[src/rtl/core/bbd_pkg.sv]
// ----------------------------------------------------------------------------
// bbd_pkg
// types, constants and register codes of the bass beat detector
// ----------------------------------------------------------------------------
package bbd_pkg;

   // sizing
   localparam int unsigned HISTORY_DEPTH = 32;
   localparam int unsigned FRAME_BINS    = 512;
   localparam int unsigned AMP_BITS      = 16;

   localparam int unsigned BIN_W    = 9;
   localparam int unsigned AMP_W    = AMP_BITS;
   localparam int unsigned VOL_W    = 16;
   localparam int unsigned TIME_W   = 32;
   localparam int unsigned ACC_W    = 25;
   localparam int unsigned VAR_W    = 31;
   localparam int unsigned HIST_W   = $clog2(HISTORY_DEPTH);
   localparam int unsigned SUM_W    = AMP_W + HIST_W;
   localparam int unsigned SQ_W     = 2 * AMP_W + HIST_W;
   localparam int unsigned DVD_W    = ACC_W;
   localparam int unsigned DVS_W    = BIN_W + 1;
   localparam int unsigned DIV_CNT_W = $clog2(DVD_W);
   localparam int unsigned VAR9_W   = VAR_W + 4;

   // highest bin index that can be counted
   localparam logic [BIN_W-1:0] BIN_LAST =
      BIN_W'((FRAME_BINS > (2 ** BIN_W)) ? (2 ** BIN_W) - 1 : FRAME_BINS - 1);

   // threshold factor, three sigma squared
   localparam int unsigned SIGMA_SQ = 9;

   // configuration port
   localparam int unsigned CSR_IDX_W  = 2;
   localparam int unsigned CSR_DATA_W = 16;

   localparam logic [CSR_IDX_W-1:0] CSR_LOW_BIN    = 2'd0;
   localparam logic [CSR_IDX_W-1:0] CSR_HIGH_BIN   = 2'd1;
   localparam logic [CSR_IDX_W-1:0] CSR_VOL_THRESH = 2'd2;
   localparam logic [CSR_IDX_W-1:0] CSR_REFRACTORY = 2'd3;

   localparam logic [BIN_W-1:0] RST_LOW_BIN    = 9'd1;
   localparam logic [BIN_W-1:0] RST_HIGH_BIN   = 9'd3;
   localparam logic [VOL_W-1:0] RST_VOL_THRESH = 16'd655;
   localparam logic [15:0]      RST_REFRACTORY = 16'd200;

   typedef struct packed {
      logic [BIN_W-1:0]  bin_index;
      logic [AMP_W-1:0]  amplitude;
      logic              frame_end;
      logic [VOL_W-1:0]  volume_level;
      logic [TIME_W-1:0] time_ms;
   } req_type;

   typedef struct packed {
      logic             beat;
      logic [AMP_W-1:0] bass_level;
      logic [AMP_W-1:0] bass_mean;
      logic [VAR_W-1:0] bass_variance;
   } rsp_type;

   typedef struct packed {
      logic             start;
      logic [DVD_W-1:0] dividend;
      logic [DVS_W-1:0] divisor;
   } div_req_type;

   typedef struct packed {
      logic             done;
      logic [DVD_W-1:0] quotient;
   } div_rsp_type;

endpackage

[src/rtl/core/bass_beat_detector.sv]
// ----------------------------------------------------------------------------
// bass_beat_detector
// energy / variance beat detection on a stream of spectrum bins
// ----------------------------------------------------------------------------
// usage
//   req channel: one spectrum bin per request (req_valid / req_stall). bins in
//   the bass range are summed; the request with frame_end closes the frame.
//   rsp channel: one result per frame (rsp_valid / rsp_stall) with beat flag,
//   bass level, history mean and history variance.
//   csr channel: register writes (csr_valid / csr_ready), ready is always high;
//   write only while no frame is in flight.
// throughput and stalls
//   a bin without frame_end is taken every cycle while req_stall is low and
//   gives no result. a frame_end request raises req_stall for one pass of
//   the bit-serial divider for the level, then two walks of the history
//   cell chain (sum, squared deviation), one entry per cycle. mean and
//   variance divide by the depth, a power of two, so they are plain shifts.
//   the result becomes valid in the same cycle that the stall ends.
// reset
//   synchronous: configuration registers go to their defaults, history cells to zero,
//   accumulator and last beat time to zero. no clearing pass.
// stalling
//   the result sits in an output register; bins keep being accepted while it
//   waits. a following frame_end waits at the end of its walk until the output
//   register is free.
// ----------------------------------------------------------------------------
module bass_beat_detector (
   input  logic                            clock,
   input  logic                            reset,
   input  logic                            req_valid,
   output logic                            req_stall,
   input  bbd_pkg::req_type                req_data,
   output logic                            rsp_valid,
   input  logic                            rsp_stall,
   output bbd_pkg::rsp_type                rsp_data,
   input  logic                            csr_valid,
   output logic                            csr_ready,
   input  logic [bbd_pkg::CSR_IDX_W-1:0]   csr_index,
   input  logic [bbd_pkg::CSR_DATA_W-1:0]  csr_data
);
   import bbd_pkg::*;

   // sequencer states
   localparam logic [3:0] S_IDLE   = 4'd0;  // taking bins
   localparam logic [3:0] S_LEVEL  = 4'd1;  // divider: accumulator / span
   localparam logic [3:0] S_INSERT = 4'd2;  // push level into the chain
   localparam logic [3:0] S_SUM    = 4'd3;  // walk chain, sum entries
   localparam logic [3:0] S_VAR    = 4'd5;  // walk chain, squared deviation
   localparam logic [3:0] S_DRAIN  = 4'd6;  // let the square pipe empty
   localparam logic [3:0] S_DEV    = 4'd8;  // load level - mean into squarer
   localparam logic [3:0] S_SQ     = 4'd9;  // square it
   localparam logic [3:0] S_DONE   = 4'd10; // decide, write output register

   // configuration registers
   logic [BIN_W-1:0] low_bin_ff, low_bin_in;
   logic [BIN_W-1:0] high_bin_ff, high_bin_in;
   logic [VOL_W-1:0] vol_thr_ff, vol_thr_in;
   logic [15:0]      refr_ff, refr_in;

   // frame state
   logic [3:0]        state_ff, state_in;
   logic [ACC_W-1:0]  acc_ff, acc_in;
   logic [TIME_W-1:0] last_beat_ff, last_beat_in;
   logic [HIST_W-1:0] cnt_ff, cnt_in;
   logic [SUM_W-1:0]  sum_ff, sum_in;
   logic [SQ_W-1:0]   sq_acc_ff, sq_acc_in;
   logic [AMP_W-1:0]  level_ff, level_in;
   logic [AMP_W-1:0]  mean_ff, mean_in;
   logic [VAR_W-1:0]  var_ff, var_in;
   logic              empty_ff, empty_in;
   logic [VOL_W-1:0]  vol_ff, vol_in;
   logic [TIME_W-1:0] time_ff, time_in;

   // squarer pipe, shared by the variance walk and the beat test
   logic [AMP_W-1:0]   d_ff, d_in;
   logic               d_vld_ff, d_vld_in;
   logic [2*AMP_W-1:0] p_ff, p_in;
   logic               p_vld_ff;

   // output register
   logic    rsp_valid_ff, rsp_valid_in;
   rsp_type rsp_data_ff, rsp_data_in;

   // history chain
   logic [AMP_W-1:0] hist [HISTORY_DEPTH];
   logic [AMP_W-1:0] tail;
   logic [AMP_W-1:0] head;
   logic             shift;

   div_req_type div_req;
   div_rsp_type div_rsp;

   logic              req_accept;
   logic              counted;
   logic [ACC_W-1:0]  acc_sum;
   logic [BIN_W-1:0]  hi_bin;
   logic              empty;
   logic [DVS_W-1:0]  span;
   logic [AMP_W-1:0]  abs_dev;
   logic              above;
   logic [VAR9_W-1:0] var9;
   logic [TIME_W-1:0] elapsed;
   logic              beat;
   logic              out_free;
   logic              rsp_write;
   logic              last_walk;

   // ---------------------------------------------------------------- handshakes
   assign req_stall  = (state_ff != S_IDLE);
   assign req_accept = req_valid && !req_stall;
   assign csr_ready  = 1'b1;

   // ---------------------------------------------------------------- bin range
   // clip the high bin at the last bin of the frame
   assign hi_bin  = (high_bin_ff > BIN_LAST) ? BIN_LAST : high_bin_ff;
   assign empty   = low_bin_ff > hi_bin;
   assign span    = {1'b0, hi_bin} - {1'b0, low_bin_ff} + 1'b1;
   assign counted = (req_data.bin_index <= BIN_LAST) &&
                    (req_data.bin_index >= low_bin_ff) &&
                    (req_data.bin_index <= high_bin_ff);
   // bin of the current request counts before the frame closes
   assign acc_sum = acc_ff + (counted ? {{(ACC_W-AMP_W){1'b0}}, req_data.amplitude}
                                      : {ACC_W{1'b0}});

   // ---------------------------------------------------------------- history chain
   assign head  = hist[0];
   assign tail  = (state_ff == S_INSERT) ? level_ff : head;
   assign shift = (state_ff == S_INSERT) || (state_ff == S_SUM) || (state_ff == S_VAR);

   for (genvar g = 0; g < HISTORY_DEPTH; g++) begin : g_cell
      if (g == HISTORY_DEPTH - 1) begin : g_tail
         bbd_cell u_cell (
            .clock (clock),
            .reset (reset),
            .shift (shift),
            .din   (tail),
            .dout  (hist[g])
         );
      end else begin : g_body
         bbd_cell u_cell (
            .clock (clock),
            .reset (reset),
            .shift (shift),
            .din   (hist[g+1]),
            .dout  (hist[g])
         );
      end
   end

   // ---------------------------------------------------------------- level divider
   bbd_divider u_divider (
      .clock   (clock),
      .reset   (reset),
      .div_req (div_req),
      .div_rsp (div_rsp)
   );

   assign last_walk = (cnt_ff == HIST_W'(HISTORY_DEPTH - 1));

   // ---------------------------------------------------------------- squarer
   assign abs_dev = (head >= mean_ff) ? head - mean_ff : mean_ff - head;
   assign above   = level_ff > mean_ff;
   assign p_in    = {{AMP_W{1'b0}}, d_ff} * {{AMP_W{1'b0}}, d_ff};

   // ---------------------------------------------------------------- beat test
   assign var9     = {4'b0000, var_ff} * VAR9_W'(SIGMA_SQ);
   assign elapsed  = time_ff - last_beat_ff;
   assign beat     = above &&
                     ({{(VAR9_W-2*AMP_W){1'b0}}, p_ff} > var9) &&
                     (vol_ff > vol_thr_ff) &&
                     (elapsed > {{(TIME_W-16){1'b0}}, refr_ff});
   assign out_free  = !rsp_valid_ff || !rsp_stall;
   assign rsp_write = (state_ff == S_DONE) && out_free;

   // ---------------------------------------------------------------- sequencer
   always_comb begin
      state_in     = state_ff;
      acc_in       = acc_ff;
      cnt_in       = cnt_ff;
      sum_in       = sum_ff;
      sq_acc_in    = sq_acc_ff;
      level_in     = level_ff;
      mean_in      = mean_ff;
      var_in       = var_ff;
      empty_in     = empty_ff;
      vol_in       = vol_ff;
      time_in      = time_ff;
      d_in         = d_ff;
      d_vld_in     = 1'b0;
      last_beat_in = last_beat_ff;

      div_req.start    = 1'b0;
      div_req.dividend = acc_sum;
      div_req.divisor  = span;

      unique case (state_ff)
         S_IDLE: begin
            if (req_accept) begin
               if (req_data.frame_end) begin
                  acc_in        = '0;
                  empty_in      = empty;
                  vol_in        = req_data.volume_level;
                  time_in       = req_data.time_ms;
                  div_req.start = 1'b1;
                  state_in      = S_LEVEL;
               end else begin
                  acc_in = acc_sum;
               end
            end
         end
         S_LEVEL: begin
            if (div_rsp.done) begin
               // saturate the level at full scale
               if (empty_ff) begin
                  level_in = '0;
               end else if (|div_rsp.quotient[DVD_W-1:AMP_W]) begin
                  level_in = '1;
               end else begin
                  level_in = div_rsp.quotient[AMP_W-1:0];
               end
               state_in = S_INSERT;
            end
         end
         S_INSERT: begin
            cnt_in   = '0;
            sum_in   = '0;
            state_in = S_SUM;
         end
         S_SUM: begin
            sum_in = sum_ff + {{(SUM_W-AMP_W){1'b0}}, head};
            cnt_in = cnt_ff + 1'b1;
            if (last_walk) begin
               // depth is a power of two, the divide is a shift
               mean_in   = AMP_W'(sum_in / SUM_W'(HISTORY_DEPTH));
               cnt_in    = '0;
               sq_acc_in = '0;
               state_in  = S_VAR;
            end
         end
         S_VAR: begin
            d_in     = abs_dev;
            d_vld_in = 1'b1;
            cnt_in   = cnt_ff + 1'b1;
            if (p_vld_ff) begin
               sq_acc_in = sq_acc_ff + {{(SQ_W-2*AMP_W){1'b0}}, p_ff};
            end
            if (last_walk) begin
               state_in = S_DRAIN;
            end
         end
         S_DRAIN: begin
            if (p_vld_ff) begin
               sq_acc_in = sq_acc_ff + {{(SQ_W-2*AMP_W){1'b0}}, p_ff};
            end
            if (!d_vld_ff && !p_vld_ff) begin
               var_in   = VAR_W'(sq_acc_ff / SQ_W'(HISTORY_DEPTH));
               state_in = S_DEV;
            end
         end
         S_DEV: begin
            d_in     = above ? level_ff - mean_ff : '0;
            state_in = S_SQ;
         end
         S_SQ: begin
            state_in = S_DONE;
         end
         S_DONE: begin
            if (out_free) begin
               if (beat) begin
                  last_beat_in = time_ff;
               end
               state_in = S_IDLE;
            end
         end
         default: begin
            state_in = S_IDLE;
         end
      endcase
   end

   // ---------------------------------------------------------------- output register
   always_comb begin
      rsp_data_in  = rsp_data_ff;
      rsp_valid_in = rsp_valid_ff && rsp_stall;
      if (rsp_write) begin
         rsp_valid_in              = 1'b1;
         rsp_data_in.beat          = beat;
         rsp_data_in.bass_level    = level_ff;
         rsp_data_in.bass_mean     = mean_ff;
         rsp_data_in.bass_variance = var_ff;
      end
   end

   // ---------------------------------------------------------------- csr writes
   always_comb begin
      low_bin_in  = low_bin_ff;
      high_bin_in = high_bin_ff;
      vol_thr_in  = vol_thr_ff;
      refr_in     = refr_ff;
      if (csr_valid && csr_ready) begin
         unique case (csr_index)
            CSR_LOW_BIN:    low_bin_in  = csr_data[BIN_W-1:0];
            CSR_HIGH_BIN:   high_bin_in = csr_data[BIN_W-1:0];
            CSR_VOL_THRESH: vol_thr_in  = csr_data[VOL_W-1:0];
            CSR_REFRACTORY: refr_in     = csr_data[15:0];
            default: begin
            end
         endcase
      end
   end

   // ---------------------------------------------------------------- registers
   always_ff @(posedge clock) begin
      if (reset) begin
         state_ff     <= S_IDLE;
         acc_ff       <= '0;
         last_beat_ff <= '0;
         d_vld_ff     <= 1'b0;
         p_vld_ff     <= 1'b0;
         rsp_valid_ff <= 1'b0;
         low_bin_ff   <= RST_LOW_BIN;
         high_bin_ff  <= RST_HIGH_BIN;
         vol_thr_ff   <= RST_VOL_THRESH;
         refr_ff      <= RST_REFRACTORY;
      end else begin
         state_ff     <= state_in;
         acc_ff       <= acc_in;
         last_beat_ff <= last_beat_in;
         d_vld_ff     <= d_vld_in;
         p_vld_ff     <= d_vld_ff;
         rsp_valid_ff <= rsp_valid_in;
         low_bin_ff   <= low_bin_in;
         high_bin_ff  <= high_bin_in;
         vol_thr_ff   <= vol_thr_in;
         refr_ff      <= refr_in;
      end
   end

   // payload, no reset needed
   always_ff @(posedge clock) begin
      cnt_ff      <= cnt_in;
      sum_ff      <= sum_in;
      sq_acc_ff   <= sq_acc_in;
      level_ff    <= level_in;
      mean_ff     <= mean_in;
      var_ff      <= var_in;
      empty_ff    <= empty_in;
      vol_ff      <= vol_in;
      time_ff     <= time_in;
      d_ff        <= d_in;
      p_ff        <= p_in;
      rsp_data_ff <= rsp_data_in;
   end

   assign rsp_valid = rsp_valid_ff;
   assign rsp_data  = rsp_data_ff;

endmodule

[src/rtl/core/bbd_cell.sv]
// ----------------------------------------------------------------------------
// bbd_cell
// one history entry, takes its neighbor's value on each shift
// ----------------------------------------------------------------------------
module bbd_cell (
   input  logic                    clock,
   input  logic                    reset,
   input  logic                    shift,
   input  logic [bbd_pkg::AMP_W-1:0] din,
   output logic [bbd_pkg::AMP_W-1:0] dout
);
   import bbd_pkg::*;

   logic [AMP_W-1:0] val_ff;
   logic [AMP_W-1:0] val_in;

   assign val_in = shift ? din : val_ff;

   always_ff @(posedge clock) begin
      if (reset) begin
         val_ff <= '0;
      end else begin
         val_ff <= val_in;
      end
   end

   assign dout = val_ff;

endmodule

[src/rtl/core/bbd_divider.sv]
// ----------------------------------------------------------------------------
// bbd_divider
// restoring divider, one quotient bit per cycle
// ----------------------------------------------------------------------------
module bbd_divider (
   input  logic                 clock,
   input  logic                 reset,
   input  bbd_pkg::div_req_type div_req,
   output bbd_pkg::div_rsp_type div_rsp
);
   import bbd_pkg::*;

   logic [DVD_W-1:0]     quo_ff, quo_in;
   logic [DVS_W-1:0]     dvs_ff, dvs_in;
   logic [DVS_W-1:0]     rem_ff, rem_in;
   logic [DIV_CNT_W-1:0] cnt_ff, cnt_in;
   logic                 busy_ff, busy_in;
   logic                 done_ff, done_in;
   logic [DVS_W:0]       rem_sh;
   logic [DVS_W:0]       rem_diff;
   logic                 ge;

   // shift in next dividend bit, try subtract
   assign rem_sh   = {rem_ff, quo_ff[DVD_W-1]};
   assign rem_diff = rem_sh - {1'b0, dvs_ff};
   assign ge       = rem_sh >= {1'b0, dvs_ff};

   always_comb begin
      quo_in  = quo_ff;
      dvs_in  = dvs_ff;
      rem_in  = rem_ff;
      cnt_in  = cnt_ff;
      busy_in = busy_ff;
      done_in = 1'b0;
      if (div_req.start) begin
         quo_in  = div_req.dividend;
         dvs_in  = div_req.divisor;
         rem_in  = '0;
         cnt_in  = '0;
         busy_in = 1'b1;
      end else if (busy_ff) begin
         quo_in = {quo_ff[DVD_W-2:0], ge};
         rem_in = ge ? rem_diff[DVS_W-1:0] : rem_sh[DVS_W-1:0];
         cnt_in = cnt_ff + 1'b1;
         if (cnt_ff == DIV_CNT_W'(DVD_W - 1)) begin
            busy_in = 1'b0;
            done_in = 1'b1;
         end
      end
   end

   always_ff @(posedge clock) begin
      if (reset) begin
         busy_ff <= 1'b0;
         done_ff <= 1'b0;
         cnt_ff  <= '0;
      end else begin
         busy_ff <= busy_in;
         done_ff <= done_in;
         cnt_ff  <= cnt_in;
      end
   end

   always_ff @(posedge clock) begin
      quo_ff <= quo_in;
      dvs_ff <= dvs_in;
      rem_ff <= rem_in;
   end

   assign div_rsp.done     = done_ff;
   assign div_rsp.quotient = quo_ff;

endmodule

[config.mk]
export PLATFORM = sky130hd
export DESIGN_NAME = bass_beat_detector
export DESIGN_NICKNAME = d
export VERILOG_FILES = /design/src/rtl/core/bbd_pkg.sv /design/src/rtl/core/bass_beat_detector.sv /design/src/rtl/core/bbd_cell.sv /design/src/rtl/core/bbd_divider.sv
export SDC_FILE = /design/constraint.sdc
export NUM_CORES = 2
export LEC_CHECK = 0
export ABC_AREA = 1
export BUFFER_PORTS_ARGS = -buffer_cell sky130_fd_sc_hd__buf_4
export CAP_MARGIN = 0
export CORE_ASPECT_RATIO = 0.9
export CORE_MARGIN = 2
export CORE_UTILIZATION = 39
export CTS_CLUSTER_SIZE = 24
export DETAILED_ROUTE_END_ITERATION = 16
export SLEW_MARGIN = 25
export SYNTH_ARGS = -nofsm -noshare
export SYNTH_HDL_FRONTEND = slang
export SYNTH_HIERARCHICAL = 1
export SYNTH_SLANG_ARGS = --single-unit
export TNS_END_PERCENT = 1
[constraint.sdc]
create_clock -name clock -period 16.9 [get_ports clock]
set_input_delay 1.69 -clock clock [delete_from_list [all_inputs] [get_ports clock]]
set_output_delay 1.69 -clock clock [all_outputs]
set_load 0.01 [all_outputs]
## Yosys cells after proc, flatten, opt, wreduce, memory -nomap -nowiden

Cells that the tools add are included.

- Bits in registers: 965
- Bits of input ports: 97
- Output and inout bits: 67
- Word-level logic and storage cells: 185

- Add/sub/neg operators: 12
- Multipliers: 2
- Order comparisons: 11
- Eq/ne operators: 21
- Multiplexer cells: 34
- Bitwise operators: 1
- Reductions and logical operators: 41

Operator list:

| cell | number |
|---|---|
| $mux W16 | 5 |
| $mux W25 | 3 |
| $mux W37 | 2 |
| $pmux W37 S2 | 1 |
| $sub A16 B16 Y16 | 3 |
| $pmux W21 S2 | 1 |
| $add A37 B32 Y37 | 1 |
| $pmux W4 S9 | 1 |
| $gt A32 B35 Y1 | 1 |
| $mul A31 B4 Y35 const B | 1 |
| $gt A16 B16 Y1 | 2 |
| $gt A32 B16 Y1 | 1 |
| $mul A16 B16 Y32 | 1 |
| $pmux W16 S2 | 1 |
| $sub A32 B32 Y32 | 1 |
| $mux W4 | 7 |
| $add A25 B16 Y25 | 1 |
| $add A21 B16 Y21 | 1 |
| $ge A16 B16 Y1 | 1 |
| $reduce_and A2 Y1 | 8 |
| $pmux W5 S3 | 1 |
| $eq A4 B4 Y1 const B | 3 |
| $ne A2 B2 Y1 const B | 6 |
| $ge A11 B10 Y1 | 1 |
| 34 further kinds | 68 |

## Logic depth before layout (Yosys ltp)

- Depth after elaboration: 6
- Mapped depth: 29

## By module

Netlist, hierarchy kept.

By module, submodules not included:

| module | instances | cells each | area an instance (sq um) |
|---|---|---|---|
| bass_beat_detector | 1 | 4129 | 33379.5 |
| bbd_cell | 32 | 101 | 670.6 |
| bbd_divider | 1 | 333 | 2733.9 |

## Least setup slack after synthesis

Ideal clock, no wire load.

- Path type: register to register
- Start point: register state_ff[2]
- End point: register g_cell[0].g_body.u_cell.val_ff[4]
- Library setup time: 115 ps
- Data arrival time: 14649 ps
- Path slack: 2136 ps
- Stages on the path, launching flop included: 8
- Path buffers: 1
- Path through: dfxtp_1 nor2_1 inv_1 o21ai_0 buf_6 nand2_1 nand2_1 nor2_2

- Longest elaborated chain between the ends: 3

RTL lines:

| item | RTL line | RTL |
|---|---|---|
| start: declaration | bass_beat_detector.sv:61 | `logic [3:0] state_ff, state_in;` |
| start signal: assignment | bass_beat_detector.sv:326 | `state_ff <= state_in;` |
| $eq A4 B2 Y1 | bass_beat_detector.sv:128 | `assign shift = (state_ff == S_INSERT) \|\| (state_ff == S_SUM) \|\| (state_ff == S_VAR);` |
| $logic_or A1 B1 Y1 | bass_beat_detector.sv:128 |  |
| $logic_or A1 B1 Y1 (*) | bass_beat_detector.sv:128 |  |
| named net shift | bass_beat_detector.sv:88 | `logic shift;` |
| end signal: assignment | bbd_cell.sv:23 | `val_ff <= val_in;` |
| end: declaration | bbd_cell.sv:14 | `logic [AMP_W-1:0] val_ff;` |

The timed path passes the listed nets; every way through them passes the cells marked *.
A chain may end at the register's enable or synchronous reset.

## Worst setup path after layout

- Start point: register d_ff[9]
- End point: register p_ff[31]

- Longest elaborated chain between the ends: 1

RTL lines:

| item | RTL line | RTL |
|---|---|---|
| start: declaration | bass_beat_detector.sv:75 | `logic [AMP_W-1:0] d_ff, d_in;` |
| start signal: assignment | bass_beat_detector.sv:350 | `d_ff <= d_in;` |
| $mul A16 B16 Y32 | bass_beat_detector.sv:163 | `assign p_in = {{AMP_W{1'b0}}, d_ff} * {{AMP_W{1'b0}}, d_ff};` |
| named net p_in[31] | bass_beat_detector.sv:77 | `logic [2*AMP_W-1:0] p_ff, p_in;` |
| end signal: assignment | bass_beat_detector.sv:351 | `p_ff <= p_in;` |
| end: declaration | bass_beat_detector.sv:77 |  |

The timed path passes the listed nets, and every way through them passes these cells.

==> results.ini <==
[clock_network]
post_cts_resized = 0
cts.hold.buffers_added = 0
postCtsSetupBuffers = 0
clock-sinks = 963
htreeDepth = 3
clk-insertion-delay-late_ns = 0.74
clk_transition_reported_paths_ns = 0.06
cts-buffers-inserted = 107
cts_tree = done
ctsRootBufferMaster = clkbuf_16
cts_max_path_buffers = 3

[synthesis]
postSynthCellCount = 7694
synth_sequential_area_ratio_pct = 38.5
yosys.area.top_type_share_pct = 23.4
number_of_enable_flip_flop_cells_after_synthesis = 289
synth_area_per_cell_um2 = 7.48
synth.yosys.warnings = 6
yosys-top-cells-count = nand2_1 (1,984), inv_1 (1,389), nor2_1 (1,296)
mappedNetlistArea_mm2 = 0.0576
mappedNetlistNets = 8382
synth.most_common_cell = nand2_1
synthDistinctLibCells = 61
synth_seq_cells = 963
post_synth_arst_share_pct = 0
synth_ff_type = dfxtp_1
yosys.area.top_type = dfxtp_1
ys_top_cells_by_area = dfxtp_1 (23%), edfxtp_1 (15%), nand2_1 (13%)

[route]
detail-route-antenna-nets = 0
drc_errors = 0
post_drt_via_cell_ratio = 4.62
wirelength_um = 133000
detailroute.via_count = 45400
drt_iter0_markers = 2682
route.detailed.wl_per_inst_um = 13.6
detailedRoute.firstPassIterationCount = 5

[critical_path]
critical-path-top-cell-by-count = inv_1
slack_of_the_worst_reg_to_reg_path_ns = 10.51
critPathRequiredTime_ns = 17.55
timing.critical_path.buf_inv = 7
timing.critical_path.cells = nand2_1, inv_1, fa_1, inv_1, fa_1, inv_1, fa_1, inv_1, fa_1, inv_1, fa_1, inv_1, fa_1, inv_1, ha_1, nand2_1, o21ai_0, a21oi_1, o21ai_0, a21o_1, nand3_1, nand2_1, xor2_1
critical_path_peak_fanout = 16
endpoint_kind = register
worstSetupPathType = reg -> reg
crit_path_top_delay_cell = edfxtp_1
worst_path_largest_cell_delay_ns = 0.71
critical_path.top_delay_family = adder cells
start_kind = register
worstPathArrival_ns = 7.04

[sta]
setup_total_negative_slack_ns = 0
finClkSkew_ns = 0.0555
period_share_pct = 37.8
hold_viol = 0
max_freq_mhz = 156
slew-limit-headroom_pct = 33.0
min_period_ns = 6.39
rsz0062_at_grt = no
setup_viol = 0
worst-slew-pin-transition_ns = 1.01
finalMaxSlewViolations = 0

[floorplanning]
dieHeight_um = 369
floorplan.die.width_um = 409
placementRows = 133
ioPinCount = 164
die_area_mm2 = 0.151
core-area_mm2 = 0.146
start_util_pct = 39.4

[layout]
nets = 8453
layout_overhead_on_the_synthesized_area_pct = 10.3
nFillCells = 14900
final_non_filler_cells = 9813
post_route_cells_drive_above_1_share_pct = 5.96
finalInstanceArea_mm2 = 0.0635

[global_route]
antenna_found_initial = 5
global_route.overflow_total = 0
globalRouteTotalUtil_pct = 17.6
global_route_wire_length_before_repair_um = 220000
vias_in_the_first_global_route = 43500
grt_max_degree = 236

[placed_design]
hpwl_um = 101000
gp_congestion = 0.926
placed_cell_area_mm2 = 0.0598
port_buffers = 162
placed_cells = 9613

[hold_path]
timing.hold.worst.class = reg -> reg

[run]
drv_cap = 0

[status]
result_of_the_run = completed

## sequential cells by signal, summed over array words and instances (netlist names), 21 cells and up
name / count
sum_ff: 21
g_cell.g_body.u_cell/dout: 496
time_ff: 32
sq_acc_ff: 36
acc_ff: 25
last_beat_ff: 32
u_divider/quo_ff: 25
var_ff: 31
rsp_data: 64
p_ff: 31
## layout make-up
cell class / count / area (um^2) / share of cell area [%]
antenna: 1 / 2.50 / 0.00394
sequential: 963 / 22200 / 34.9
clock buffer: 151 / 3120 / 4.92
multi-input combinational: 5106 / 28500 / 44.8
clock inverter: 48 / 597 / 0.940
inverter: 1399 / 5250 / 8.27
tap: 1957 / 2450 / 3.86
timing repair buffer: 188 / 1430 / 2.25
## cell families after synthesis
logic type,synth area share (%)
AOI/OAI and AO/OA,7.18
xor gates and xnor gates,2.16
adders and majority gates,15.1
buffers and inverters,12.2
DFF,38.5
muxes,0.109
other,0.00651
and+or+nand+nor,24.8
## stage by stage
| step | setup slack (ns) | hold slack, ns | util [%] |
|---|---|---|---|
| after floorplan | 2.14 | 0.346 | - |
| after global placement | 10.59 | 0.429 | 40.8 |
| after detailed placement | 10.57 | 0.438 | 40.9 |
| after CTS | 10.54 | 0.446 | 43.4 |
| after global routing | 10.22 | 0.473 | 43.4 |
| final | 10.51 | 0.447 | 43.4 |
## worst register-to-register path, stage by stage, from the launching register on
cell and delay, ns:
edfxtp_1 0.71, nand2_1 0.26, inv_1 0.08, fa_1 0.50
inv_1 0.05, fa_1 0.48, inv_1 0.06, fa_1 0.50
inv_1 0.05, fa_1 0.47, inv_1 0.06, fa_1 0.54
inv_1 0.06, fa_1 0.53, inv_1 0.04, ha_1 0.34
nand2_1 0.09, o21ai_0 0.40, a21oi_1 0.18, o21ai_0 0.39
a21o_1 0.23, nand3_1 0.09, nand2_1 0.08, xor2_1 0.13
## final timing paths
path	to	from	cells after the start
hold / removal	p_vld_ff$_SDFF_PP0_	d_vld_ff$_SDFF_PP0_	2
hold reg to reg	p_vld_ff$_SDFF_PP0_	d_vld_ff$_SDFF_PP0_	2
setup / recovery	p_ff[31]$_DFF_P_	d_ff[9]$_DFFE_PP_	23
setup reg to reg	p_ff[31]$_DFF_P_	d_ff[9]$_DFFE_PP_	23
## placed cells by master (no fill, tap or decap), types with 8 or more instances in the layout
| cell type | instances |
|---|---|
| inv_2 | 10 |
| nor3_1 | 27 |
| buf_4 | 185 |
| clkbuf_8 | 13 |
| xnor2_1 | 48 |
| nor2_1 | 1294 |
| o21a_1 | 19 |
| ha_1 | 417 |
| a21oi_1 | 379 |
| o211ai_1 | 23 |
| nand2_1 | 1984 |
| nand4_1 | 59 |
| dfxtp_1 | 674 |
| inv_1 | 1387 |
| clkinvlp_4 | 8 |
| nor2_2 | 68 |
| xor2_1 | 94 |
| fa_1 | 174 |
| nand3_1 | 130 |
| clkbuf_16 | 114 |
| clkinv_2 | 10 |
| nor4_1 | 12 |
| o21bai_1 | 24 |
| a21o_1 | 16 |
| clkbuf_1 | 24 |
| o21ai_0 | 221 |
| a21boi_0 | 8 |
| bufinv_16 | 10 |
| a31oi_1 | 14 |
| nand3b_1 | 9 |
| edfxtp_1 | 289 |
## metal layers
layer	part of all wire [%]	wire (um)	GRT usage (%)
met5	0	0	0
met4	2.3	3010	4.77
met3	4.9	6470	2.83
met2	44	59000	28.6
met1	49	64500	24.3
Power is left out: the tool's default activity adds up to more than one toggle a clock period on the data nets, which glitch-free logic cannot reach.
